File: src/rtl/core/sbda_pkg.sv
`default_nettype none

package sbda_pkg;

    // default operand width
    localparam int VALUE_BITS_DEF = 32;

    // result character and its bus packing
    localparam int CHAR_BITS     = 6;
    localparam int OUT_DATA_BITS = 8;

    localparam logic [CHAR_BITS-1:0] DIGIT_BASE = CHAR_BITS'(48);
    localparam logic [CHAR_BITS-1:0] MINUS_CHAR = CHAR_BITS'(45);

    localparam int BCD_BITS = 4;

    typedef enum logic [2:0] {
        ST_IDLE,
        ST_CONV,
        ST_SKIP,
        ST_SIGN,
        ST_DIGIT
    } t_state;

endpackage

`default_nettype wire

File: src/rtl/core/signed_binary_to_decimal_ascii.sv
// the first character follows the input transaction, the conversion and the leading zero drop
// shift-add-3 conversion takes one magnitude bit per cycle
// leading zeros are dropped one bcd digit per cycle, then one character leaves per cycle while i_m_tready allows
// one number in flight: next input taken once the last character sits in the output register
// reset (synchronous, active low) clears the state machine and the output valid flag
`default_nettype none

module signed_binary_to_decimal_ascii #(
    parameter int VALUE_BITS = sbda_pkg::VALUE_BITS_DEF
) (
    input  wire logic                                 i_clk,
    input  wire logic                                 i_rst_n,
    // slave side
    input  wire logic                                 i_s_tvalid,
    output logic                                      o_s_tready,
    input  wire logic [((VALUE_BITS+7)/8)*8-1:0]      i_s_tdata,  // [VALUE_BITS-1:0] value
    // master side
    output logic                                      o_m_tvalid,
    input  wire logic                                 i_m_tready,
    output logic [sbda_pkg::OUT_DATA_BITS-1:0]        o_m_tdata,  // [5:0] character
    output logic                                      o_m_tlast   // last
);

    import sbda_pkg::*;

    // decimal digits needed for the largest magnitude, 2^(VALUE_BITS-1)
    localparam int NDIG   = ((VALUE_BITS * 1233) >> 12) + 1;
    localparam int BCD_W  = NDIG * BCD_BITS;
    localparam int BIT_W  = (VALUE_BITS > 1) ? $clog2(VALUE_BITS) : 1;
    localparam int DIG_W  = $clog2(NDIG + 1);

    t_state                 r_state, n_state;
    logic [VALUE_BITS-1:0]  r_bin, n_bin;
    logic [BCD_W-1:0]       r_bcd, n_bcd;
    logic [BIT_W-1:0]       r_bit, n_bit;
    logic [DIG_W-1:0]       r_ndig, n_ndig;
    logic                   r_neg, n_neg;
    logic                   r_m_valid, n_m_valid;
    logic [CHAR_BITS-1:0]   r_char, n_char;
    logic                   r_last, n_last;

    logic [VALUE_BITS-1:0]  raw;
    logic [VALUE_BITS-1:0]  mag;
    logic [BCD_W-1:0]       adj;
    logic [BCD_BITS-1:0]    top_digit;
    logic                   out_load;

    assign raw       = i_s_tdata[VALUE_BITS-1:0];
    assign mag       = raw[VALUE_BITS-1] ? (~raw + VALUE_BITS'(1)) : raw;
    assign top_digit = r_bcd[BCD_W-1 -: BCD_BITS];
    assign out_load  = !r_m_valid || i_m_tready;

    // add 3 to every bcd digit of 5 or more before the shift
    always_comb begin
        for (int d = 0; d < NDIG; d++) begin
            if (r_bcd[d*BCD_BITS +: BCD_BITS] >= BCD_BITS'(5)) begin
                adj[d*BCD_BITS +: BCD_BITS] = r_bcd[d*BCD_BITS +: BCD_BITS] + BCD_BITS'(3);
            end else begin
                adj[d*BCD_BITS +: BCD_BITS] = r_bcd[d*BCD_BITS +: BCD_BITS];
            end
        end
    end

    always_ff @(posedge i_clk) begin
        if (!i_rst_n) begin
            r_state   <= ST_IDLE;
            r_m_valid <= 1'b0;
        end else begin
            r_state   <= n_state;
            r_m_valid <= n_m_valid;
        end
    end

    always_ff @(posedge i_clk) begin
        r_bin  <= n_bin;
        r_bcd  <= n_bcd;
        r_bit  <= n_bit;
        r_ndig <= n_ndig;
        r_neg  <= n_neg;
        r_char <= n_char;
        r_last <= n_last;
    end

    always_comb begin
        n_state    = r_state;
        n_bin      = r_bin;
        n_bcd      = r_bcd;
        n_bit      = r_bit;
        n_ndig     = r_ndig;
        n_neg      = r_neg;
        n_char     = r_char;
        n_last     = r_last;
        n_m_valid  = r_m_valid && !i_m_tready;
        o_s_tready = 1'b0;

        unique case (r_state)
            ST_IDLE: begin
                o_s_tready = 1'b1;
                if (i_s_tvalid) begin
                    n_bin   = mag;
                    n_neg   = raw[VALUE_BITS-1];
                    n_bcd   = '0;
                    n_bit   = BIT_W'(VALUE_BITS - 1);
                    n_state = ST_CONV;
                end
            end
            ST_CONV: begin
                n_bcd = {adj[BCD_W-2:0], r_bin[VALUE_BITS-1]};
                n_bin = r_bin << 1;
                if (r_bit == '0) begin
                    n_ndig  = DIG_W'(NDIG);
                    n_state = ST_SKIP;
                end else begin
                    n_bit = r_bit - BIT_W'(1);
                end
            end
            ST_SKIP: begin
                // drop leading zeros, keeping at least one digit
                if (top_digit == '0 && r_ndig > DIG_W'(1)) begin
                    n_bcd  = r_bcd << BCD_BITS;
                    n_ndig = r_ndig - DIG_W'(1);
                end else begin
                    n_state = r_neg ? ST_SIGN : ST_DIGIT;
                end
            end
            ST_SIGN: begin
                if (out_load) begin
                    n_m_valid = 1'b1;
                    n_char    = MINUS_CHAR;
                    n_last    = 1'b0;
                    n_state   = ST_DIGIT;
                end
            end
            ST_DIGIT: begin
                if (out_load) begin
                    n_m_valid = 1'b1;
                    n_char    = DIGIT_BASE + CHAR_BITS'(top_digit);
                    n_last    = (r_ndig == DIG_W'(1));
                    n_bcd     = r_bcd << BCD_BITS;
                    n_ndig    = r_ndig - DIG_W'(1);
                    if (r_ndig == DIG_W'(1)) begin
                        n_state = ST_IDLE;
                    end
                end
            end
            default: begin
                n_state = ST_IDLE;
            end
        endcase
    end

    assign o_m_tvalid = r_m_valid;
    assign o_m_tdata  = {(OUT_DATA_BITS - CHAR_BITS)'(0), r_char};
    assign o_m_tlast  = r_last;

endmodule

`default_nettype wire
File: config.mk
export PLATFORM = sky130hd
export DESIGN_NAME = signed_binary_to_decimal_ascii
export DESIGN_NICKNAME = d
export VERILOG_FILES = /design/src/rtl/core/sbda_pkg.sv /design/src/rtl/core/signed_binary_to_decimal_ascii.sv
export SDC_FILE = /design/constraint.sdc
export NUM_CORES = 1
export LEC_CHECK = 0
export BUFFER_PORTS_ARGS = -buffer_cell sky130_fd_sc_hd__buf_2
export CORE_UTILIZATION = 62
export CTS_BUF_LIST = sky130_fd_sc_hd__clkbuf_8
export DETAILED_ROUTE_END_ITERATION = 6
export GPL_ROUTABILITY_DRIVEN = 0
export PLACE_DENSITY = 0.91
export SLEW_MARGIN = 10
export SYNTH_ARGS = -nofsm -noshare
export SYNTH_HDL_FRONTEND = slang
export SYNTH_SLANG_ARGS = --single-unit
File: constraint.sdc
create_clock -name i_clk -period 3.7 [get_ports i_clk]
set_input_delay 1.11 -clock i_clk [delete_from_list [all_inputs] [get_ports i_clk]]
set_output_delay 1.11 -clock i_clk [all_outputs]
set_load 0.005 [all_outputs]
# Yosys cells after proc, flatten, opt, wreduce, memory -nomap -nowiden
# Cells that the tools add are included.
# totals
regBits	93
in_bits	36
# op_classes
addsub	14
n_lt_le_gt_ge	11
eq_ne	13
mux	41
bitwise_logic	1
n_reduce_logical	20
# ops
operator	count
case mux 40 bit (4 select lines)	1
2-to-1 mux 40 bit	3
2-to-1 mux 32 bit	2
case mux 32 bit (2 select lines)	1
2-to-1 mux 4 bit	12
greater-or-equal comparator 4 x 3 -> 1 bit (second input constant)	10
adder 4 x 2 -> 4 bit (second input constant)	9
adder 32 x 1 -> 32 bit (second input constant)	1
inverter 32 bit	1
2-to-1 mux 3 bit	8
inequality test 2 bit (second input constant)	8
case mux 3 bit (5 select lines)	1
2-to-1 mux 6 bit	2
case mux 4 bit (3 select lines)	1
case mux 6 bit (2 select lines)	1
2-to-1 mux 5 bit	2
case mux 5 bit (2 select lines)	1
AND reduction 4 bit	2
adder 5 x 5 -> 6 bit (first input constant)	1
== test 3 x 2 -> 1 bit (second input constant)	2
AND reduction 3 bit	2
AND reduction 6 bit	1
logical NOT 5 bit	1
2-to-1 mux 1 bit	5
18 further kinds	22

# Depth between registers and ports, before layout
# Gate-level depths: netlist (run 1).
# logic_depth
word_depth	5
mapped_depth	7
ltp_nobuf	7

# Worst setup path before layout (run 1)
# OpenSTA, ideal clock, no wires.
# synth_timing
path_kind	in2reg
startpoint	input port i_s_tvalid
endpoint	register r_bcd[0] (enable)
arrival_time_ns	2.606
required_time_ns	3.320
slack_ns	0.715
stages	3
path_buffers	0
path_cell_list	nand2_1 -> nand2_1 -> or2_2
# synth_via
elab_chain_cells	2
# synth_lines
element	line	rtl
from (decl)	signed_binary_to_decimal_ascii.sv:14	input wire logic i_s_tvalid,
inequality test 2 bit (no source line)	n/a	
AND reduction 4 bit (no source line)	n/a	
to (signal assigned)	signed_binary_to_decimal_ascii.sv:76	r_bcd <= n_bcd;
to (decl)	signed_binary_to_decimal_ascii.sv:34	logic [BCD_W-1:0] r_bcd, n_bcd;
# No other way between the ends.
# A chain may end at the register's enable or synchronous reset.

# Worst setup path in the final report (run 1)
# layout_timing
startpoint	input port i_s_tdata[0]
endpoint	register r_bin[14] (data pin)
# layout_via
elab_chain_cells	5
# layout_lines
element	line	rtl
from (decl)	signed_binary_to_decimal_ascii.sv:16	input wire logic [((VALUE_BITS+7)/8)*8-1:0] i_s_tdata,
inverter 32 bit	signed_binary_to_decimal_ascii.sv:49	assign mag = raw[VALUE_BITS-1] ? (~raw + VALUE_BITS'(1)) : raw;
adder 32 x 1 -> 32 bit	signed_binary_to_decimal_ascii.sv:49	
2-to-1 mux 32 bit	signed_binary_to_decimal_ascii.sv:49	
2-to-1 mux 32 bit	signed_binary_to_decimal_ascii.sv:99	if (i_s_tvalid) begin
case mux 32 bit (2 select lines)	signed_binary_to_decimal_ascii.sv:96	unique case (r_state)
net n_bin[14]	signed_binary_to_decimal_ascii.sv:33	logic [VALUE_BITS-1:0] r_bin, n_bin;
to (signal assigned)	signed_binary_to_decimal_ascii.sv:75	r_bin <= n_bin;
to (decl)	signed_binary_to_decimal_ascii.sv:33	
# The timed path passes the listed nets, and every way through them passes these cells. The select of a mux whose other input is x is not followed.

==> summary.txt, run 1 <==
Run status
  – Status: completed

Global route
  – Vias in the first global route: approximately 4300
  – Total GRT Usage: approximately a quarter
  – Initial antenna violation count: 0
  – First-pass GRT wire length: 19370 um
  – Largest net degree at the start of global routing: 53
  – Total congestion overflow: 0

Clock tree
  – Clk sinks: 92
  – Clock transition at path regs: around 0.09 ns
  – Post-cts resize count: 0
  – Root Driver: clkbuf_8
  – Clk_lat worst skew: roughly 0.35 ns
  – H-tree levels: 3
  – Clk buf depth: 2
  – Hold buffers post-CTS: 0
  – TritonCTS Buffers: 9
  – Post-CTS Setup Bufs: 0
  – CTS tree: yes

Min path
  – HP Class: flip-flop to flip-flop

Floorplan
  – # IOs: 47
  – Die Span Y: roughly 100 um
  – DIE WIDTH: about 97 um
  – Core Rows: 34
  – Initial Util: about 64%
  – Die area: around 0.0095 mm2
  – Core ar.: 0.008763 mm2

Layout
  – Footprint of the multi-input gates: approximately 0.0027 mm2
  – Storage cell area: 0.002723 mm2
  – P&R area growth vs syn: 9.089%
  – Share of cells above drive strength 1: about an eighth
  – Filler cells: around 600
  – Inserted Diodes: 0
  – Nets@finish: between 600 and 700

Detailed routing
  – DR top layer: met4
  – DRT iter0 DRCs: 280
  – Antenna Nets Post-Route: 0
  – Met2 WL: around 5900 um
  – Routed len/inst: ~16 um
  – Vias per cell: between 6 and 7
  – Met3 wire length: around 650 um
  – Routed WL: 11570 um
  – DR vias: about 4300
  – WL met1: about 4800 um
  – DR pass1 iterations: 5
  – Detailed-route DRC error count: 0

Power
  – Pleak: about 0.0023 uW
  – Max IR drop VDD: between 0.3 and 0.4 mV
  – Power density over cell area: approximately 730 mW/mm2

Critical path
  – CP max FO: 6
  – Crit path arrival time: between 3 and 4 ns
  – Critical-path top delay cell: or3b_1
  – Cells along the critical path: buf_2 > inv_1 > ha_1 > or3b_1 > or4_1 > o41ai_1 > xor2_1 > o21ai_1
  – Worst Setup End Kind: flip-flop
  – Required @ worst endpoint: between 3 and 4 ns
  – CP peak stage delay: ~0.45 ns
  – WP buf/inv: 2
  – Kind of critical path: input pin to flip-flop
  – Kind of cell adding the most delay to the critical path: simple AND/OR/NAND/NOR gates
  – CP Launch Type: input pin

Placement
  – PortBufs: 43
  – Hpwl dp: just under 8000 um

STA
  – Final setup TNS: 0 ns
  – Final hold vios: 0
  – Clock Skews: slightly above 0.007 ns
  – Max-slew violation count: 0
  – Hold slack: around 0.53 ns
  – Relative slew slack: 32.02%
  – RSZ-0062 raised after global routing: false
  – Post-route clock period utilization: 80.27%
  – Measured slew at the worst slew-check pin: between 1 and 1.5 ns
  – Final setup vio count: 0
  – Tmin final: about 3.0 ns
  – Max Freq: ~340 MHz

Yosys
  – Largest area contributor in the netlist: edfxtp_1
  – Asr flop ratio synth: 0%
  – Cells after Synth: around 570
  – Yosys top cell area share: 46.93%
  – Syn_area_per_cell: 9.965 um2
  – Synth area leaders: edfxtp_1 47%, o21ai_0 5.8%, ha_1 5.6%
  – Cell area after synthesis: 0.005630 mm2
  – Synth Warn #: 0
  – Top FF cell, synth: edfxtp_1
  – Number of synthesized flops with an enable pin: about 90
  – Sequential area share after synthesis: a little under 50%
  – Most common cell in the netlist: edfxtp_1
  – Netlist cell types: 48
  – Synth Register Bits: 92
  – Synth top cells by count: 88 x edfxtp_1, 77 x nand2_1, 65 x o21ai_0

Job
  – Max-cap violations: 0
## routing by layer
layer	vias up	track usage (%)
li1	2092	-
met1	2043	32.22
met2	152	42.90
met3	16	5.108
met4	0	7.240
met5	-	0
## metrics by stage
| stage | total power (uW) | setup WS [ns] | util (%) | cells | area, um2 |
|---|---|---|---|---|---|
| after global placement | 3578 | 0.5678 | 67.55 | 695 | 5919 |
| after floorplan | 3259 | 0.7146 | - | 566 | 5634 |
| after global routing | 4797 | 0.5999 | 70.09 | 711 | 6142 |
| after CTS | 4496 | 0.7763 | 70.09 | 711 | 6142 |
| final | 4495 | 0.7298 | 70.09 | 711 | 6142 |
| after detailed placement | 3732 | 0.4050 | 67.55 | 695 | 5919 |
## report_power, final
group,leakage (uW),total (uW),internal [uW],switching [uW]
sequential,0.000890,2080,1760,324
clock,0.000110,756,386,370
combinational,0.00126,1660,629,1030
## sequential cells by signal, indices dropped and copies added, names as in the netlist
signal,count
r_state,3
o_m_tvalid,1
r_bin,32
r_bit,5
r_ndig,4
r_char,5
o_m_tlast,1
r_bcd,40
r_neg,1
## cells by family (layout without fill, tap and decap cells)
| kind of cell | Yosys count | in the layout | share of synthesized area, % |
|---|---|---|---|
| AOI/OAI and AO/OA | 155 | 155 | 17.22 |
| xor gates and xnor gates | 47 | 47 | 7.311 |
| adders and majority gates | 25 | 25 | 5.556 |
| buffers and inverters | 58 | 95 | 4.222 |
| DFF | 92 | 92 | 48.36 |
| muxes | 3 | 3 | 0.5334 |
| other | 2 | 3 | 0.1334 |
| and+or+nand+nor | 183 | 183 | 16.67 |
## final timing paths
| path | cells past startpoint | slack (ns) | end | startpoint |
|---|---|---|---|---|
| setup / recovery | 8 | 0.73 | r_bin[14] | i_s_tdata[0] |
| hold / removal | 1 | 0.53 | r_bcd[0] | r_bin[31] |
| setup reg to reg | 6 | 1.13 | r_bcd[35] | r_ndig[0] |
| hold reg to reg | 1 | 0.53 | r_bcd[0] | r_bin[31] |
## cells in the final DEF (no fill, tap or decap), drive strengths merged, types with 4 or more instances in the layout
cell,netlist,routed
a21oi,36,36
a22o,11,11
buf,8,50
clkbuf,21,9
dfxtp,4,4
edfxtp,88,88
ha,25,25
inv,29,31
nand2,77,77
nand2b,21,21
nand4,4,4
nor2,22,22
nor2b,4,4
nor3,9,9
nor3b,14,14
nor4,5,5
o21ai,69,69
o31ai,18,18
o41ai,11,11
or2,4,4
or3,9,9
or4,4,4
xnor2,14,14
xor2,33,33
## cell type report
type	instances	share of cell area (%)
inverters	29	1.772
multi-input cells	416	43.72
flip-flops and latches	92	44.33
clock inverters	7	1.609
clock buffers	9	2.017
well taps	108	2.200
repair buffers	50	4.359
(Power assumes the default switching activity.)
==> inputs of run 2 (changes only) <==
==> constraint.sdc (replaced) <==
create_clock -name i_clk -period 3.1 [get_ports i_clk]
set_input_delay 0.93 -clock i_clk [delete_from_list [all_inputs] [get_ports i_clk]]
set_output_delay 0.93 -clock i_clk [all_outputs]
set_load 0.005 [all_outputs]
==> summary.txt, run 2 (synthesized netlist as in run 1, its figures left out) <==
STA
  – Tmin final: about 2.7 ns
  – Final setup TNS: 0 ns
  – RSZ-0062 raised after global routing: false
  – Final setup vio count: 0
  – Max-slew violation count: 0
  – Relative slew slack: roughly a third
  – Max Freq: around 370 MHz
  – Final hold vios: 0
  – Measured slew at the worst slew-check pin: between 0.9 and 1 ns
  – Clock Skews: ~0.014 ns
  – Post-route clock period utilization: 86.73%

Floorplan
  – Die Span Y: 97.30 um
  – # IOs: 47
  – DIE WIDTH: about 97 um
  – Core Rows: 34
  – Die area: 0.009466 mm2
  – Initial Util: between 60% and 70%
  – Core ar.: around 0.009 mm2

Layout
  – Register name with the most flops: r_bcd
  – Util after Layout: around 70%
  – Max reg flops: 40
  – Most frequent cells in the layout: 88 x edfxtp_1, 77 x nand2_1, 65 x o21ai_0, 43 x buf_2, 35 x a21oi_1
  – Nets@finish: ~660
  – Inserted Diodes: 0
  – Final cell count without fillers: about 710
  – Share of cells above drive strength 1: 13.55%
  – Filler cells: ~600
  – Commonest non-fill, non-tap cell in the layout: edfxtp_1
  – P&R area growth vs syn: 8.645%
  – Largest registers: r_bcd (40), r_bin (32)

Critical path
  – Cells along the critical path: buf_2 > inv_1 > ha_1 > or3b_1 > or4_1 > o41ai_1 > xor2_1 > o21ai_1
  – Required @ worst endpoint: ~3.2 ns
  – R2R Setup Slk: 0.56 ns
  – CP peak stage delay: about 0.46 ns
  – Critical-path top delay cell: or3b_1
  – CP Launch Type: input pin
  – CP max FO: 6
  – Worst Setup End Kind: flip-flop
  – Kind of critical path: input pin to flip-flop
  – Crit path arrival time: 2.82 ns

Clock tree
  – Clock transition at path regs: 0.10 ns
  – TritonCTS Buffers: 9
  – Post-CTS Setup Bufs: 0
  – Clk_lat worst skew: roughly 0.38 ns
  – Post-cts resize count: 0
  – Clk sinks: slightly above 90
  – Hold buffers post-CTS: 0
  – H-tree levels: 3
  – CTS tree: yes
  – Root Driver: clkbuf_8
  – Clk buf depth: 2

Detailed routing
  – Routed WL: between 10000 and 15000 um
  – DR pass1 iterations: 5
  – Vias per cell: a little over 6
  – DR vias: 4360
  – Detailed-route DRC error count: 0
  – Antenna Nets Post-Route: 0
  – Routed len/inst: ~16 um
  – DRT iter0 DRCs: 353

Run status
  – Status: completed

Power
  – Pleak: around 0.0022 uW
  – Max IR drop VDD: between 0.4 and 0.5 mV
  – Power density over cell area: between 800 and 900 mW/mm2

Job
  – Max-cap violations: 0

Global route
  – Initial antenna violation count: 0
  – Total GRT Usage: 25.00%
  – First-pass GRT wire length: between 15000 and 20000 um
  – Largest net degree at the start of global routing: between 50 and 60
  – Total congestion overflow: 0
  – Vias in the first global route: approximately 4200

Placement
  – Hpwl dp: ~7800 um
  – Placed insts: approximately 700
  – PortBufs: 43

Min path
  – HP Class: flip-flop to flip-flop
==> run 2: cell count changes in the layout (fill, tap and decap cells not counted), sizes merged <==
cell | before | now
clkinv | 2 | 0
inv | 31 | 32
buf | 50 | 52
clkinvlp | 1 | 4
bufinv | 2 | 0
==> run 2: through the flow <==
stage | hold slack, ns | worst slack (ns) | total power (uW) | area (um2)
finish | 0.5398 | 0.4114 | 5202 | 6117
global route | 0.5549 | 0.3073 | 5618 | 6117
CTS | 0.5367 | 0.4647 | 5217 | 6117
detailed placement | 0.5122 | 0.06209 | 4441 | 5934
global placement | 0.5016 | 0.1770 | 4276 | 5934
floorplan | 0.4963 | 0.1853 | 3889 | 5634
==> run 2: path summary, 6_finish.rpt <==
| check | from | endpoint | depth (start not counted) |
|---|---|---|---|
| worst min-delay path | r_bin[1] | r_bin[2] | 2 |
| worst min register to register | r_bin[1] | r_bin[2] | 2 |
| worst max-delay path | i_s_tdata[0] | r_bin[14] | 8 |
| worst max register to register | r_ndig[0] | r_bcd[20] | 6 |
==> run 2: area by class of cell <==
cell class,count,area [um2],share of cell area [%]
flip-flops and latches,92,2723,44.51
clock buffers,9,123.9,2.025
clock inverters,7,58.81,0.9613
inverters,29,108.9,1.779
repair buffers,52,282.8,4.623
well taps,108,135.1,2.209
multi-input cells,416,2685,43.89
==> run 2: critical path: cells and delay by family <==
| family | cells | cell delay (ns) |
|---|---|---|
| adders and majority gates | 1 | 0.19 |
| and+or+nand+nor | 2 | 0.91 |
| xor gates and xnor gates | 1 | 0.19 |
| buffers and inverters | 2 | 0.20 |
| AOI/OAI and AO/OA | 2 | 0.40 |
==> run 2: power by group <==
part           internal, uW  switching (uW)  total, uW
Sequential             2100             366       2460
Combinational           755            1220       1970
Clock                   302             462        764
==> run 2: per-layer routing <==
metal	up-vias	track usage (%)	part of all wire [%]
li1	2108	-	-
met1	2065	32.48	42
met2	165	42.20	50
met3	22	3.885	6.1
met4	0	9.842	2.0
met5	-	0	0
==> inputs of run 3 (changes only) <==
--- a/config.mk
+++ b/config.mk
@@ -11,6 +11,7 @@
 export DETAILED_ROUTE_END_ITERATION = 6
 export GPL_ROUTABILITY_DRIVEN = 0
 export PLACE_DENSITY = 0.91
+export RECOVER_POWER = 50
 export SLEW_MARGIN = 10
 export SYNTH_ARGS = -nofsm -noshare
 export SYNTH_HDL_FRONTEND = slang
==> summary.txt, run 3 (synthesized netlist as in run 1, its figures left out) <==
Clock tree
  – Clk buf depth: 2
  – Post-cts resize count: 0
  – Post-CTS Setup Bufs: 0
  – Clk_lat worst skew: 0.38 ns
  – Clock transition at path regs: 0.10 ns
  – TritonCTS Buffers: 9
  – H-tree levels: 3
  – Clk sinks: 92
  – Root Driver: clkbuf_8
  – CTS tree: yes
  – Hold buffers post-CTS: 0

Critical path
  – Worst Setup End Kind: flip-flop
  – CP max FO: 6
  – Kind of critical path: input pin to flip-flop
  – Required @ worst endpoint: about 3.2 ns
  – Crit path arrival time: around 2.8 ns
  – CP Launch Type: input pin

Layout
  – Most frequent cells in the layout: 88 x edfxtp_1, 77 x nand2_1, 65 x o21ai_0, 42 x buf_2, 36 x a21oi_1
  – Share of cells above drive strength 1: 12.73%
  – Largest registers: r_bcd (40), r_bin (32)
  – Commonest non-fill, non-tap cell in the layout: edfxtp_1
  – Util after Layout: between 60% and 70%
  – P&R area growth vs syn: 8.222%
  – Max reg flops: 40
  – Final cell count without fillers: a little over 700
  – Nets@finish: about 660
  – Inserted Diodes: 0
  – Register name with the most flops: r_bcd

STA
  – Final setup TNS: 0 ns
  – Hold slack: around 0.54 ns
  – Final hold vios: 0
  – Max Freq: between 300 and 400 MHz
  – Post-route clock period utilization: between 80% and 90%
  – Measured slew at the worst slew-check pin: about 1.5 ns
  – Final setup vio count: 0
  – Max-slew violation count: 0
  – Tmin final: around 2.7 ns
  – Relative slew slack: under 10%
  – RSZ-0062 raised after global routing: false
  – Clock Skews: 0.01459 ns

Global route
  – Largest net degree at the start of global routing: 52
  – First-pass GRT wire length: around 19000 um
  – Total congestion overflow: 0
  – Vias in the first global route: roughly 4200
  – Initial antenna violation count: 0
  – Total GRT Usage: approximately 25%

Floorplan
  – Core ar.: about 0.0088 mm2
  – DIE WIDTH: a little under 100 um
  – Die area: 0.009466 mm2
  – Initial Util: between 60% and 70%
  – Die Span Y: just under 100 um
  – # IOs: between 40 and 50
  – Core Rows: 34

Power
  – Tot Pwr: 5195 uW
  – Power density over cell area: between 800 and 900 mW/mm2
  – Max IR drop VDD: around 0.46 mV
  – Pleak: between 0.002 and 0.0025 uW

Detailed routing
  – DRT iter0 DRCs: a little over 400
  – DR pass1 iterations: 5
  – Routed len/inst: 15.70 um
  – WL met1: 4821 um
  – Antenna Nets Post-Route: 0
  – Vias per cell: 6.072
  – DR top layer: met4
  – Routed WL: 11190 um
  – Detailed-route DRC error count: 0
  – DR vias: roughly 4300
  – Met2 WL: 5600 um
  – Met3 wire length: about 550 um

Run status
  – Status: completed

Job
  – Max-cap violations: 0

Placement
  – Hpwl dp: a little under 8000 um
  – Placed insts: 697
  – PortBufs: 43

Min path
  – HP Class: flip-flop to flip-flop
==> run 3: cell count changes in the layout (fill, tap and decap cells not counted) <==
cell      delta
buf_4        -6
buf_2        -1
a21oi_1      +1
a21oi_2      -1
clkbuf_2     +3
clkbuf_1     +4
==> run 3: cell type report <==
type | instances | area [um2]
repair buffers | 52 | 262.8
multi-input cells | 416 | 2681
clock inverters | 7 | 58.81
well taps | 108 | 135.1
inverters | 29 | 108.9
flip-flops and latches | 92 | 2723
clock buffers | 9 | 123.9
fillers | 602 | 2670
==> run 3: path summary, 6_finish.rpt <==
check	start	endpoint	slack [ns]	depth (start not counted)
max	i_s_tdata[0]	r_bin[14]	0.39	8
min	r_bin[23]	r_bin[24]	0.54	2
max reg2reg	r_state[1]	r_bit[2]	0.46	4
min reg2reg	r_bin[23]	r_bin[24]	0.54	2
==> run 3: critical path, stage by stage <==
cell and delay, ns:
buf_2 0.12, inv_1 0.08, ha_1 0.19, or3b_1 0.45
or4_1 0.44, o41ai_1 0.32, xor2_1 0.19, o21ai_1 0.07
==> run 3: per-layer routing <==
metal | global-route usage (%) | up-vias
met1 | 32.48 | 2060
met3 | 3.885 | 20
met4 | 9.842 | 0
met5 | 0 | -
met2 | 42.20 | 134
li1 | - | 2115
==> run 3: power by group <==
part	internal (uW)	switching (uW)
sequential	2100	369
clock	302	466
combinational	737	1220
==> run 3: through the flow <==
stage               setup WS, ns  area [um2]
floorplan                 0.1853        5634
global placement          0.1770        5934
detailed placement       0.06209        5934
CTS                       0.4647        6117
global route              0.2684        6093
finish                    0.3938        6093
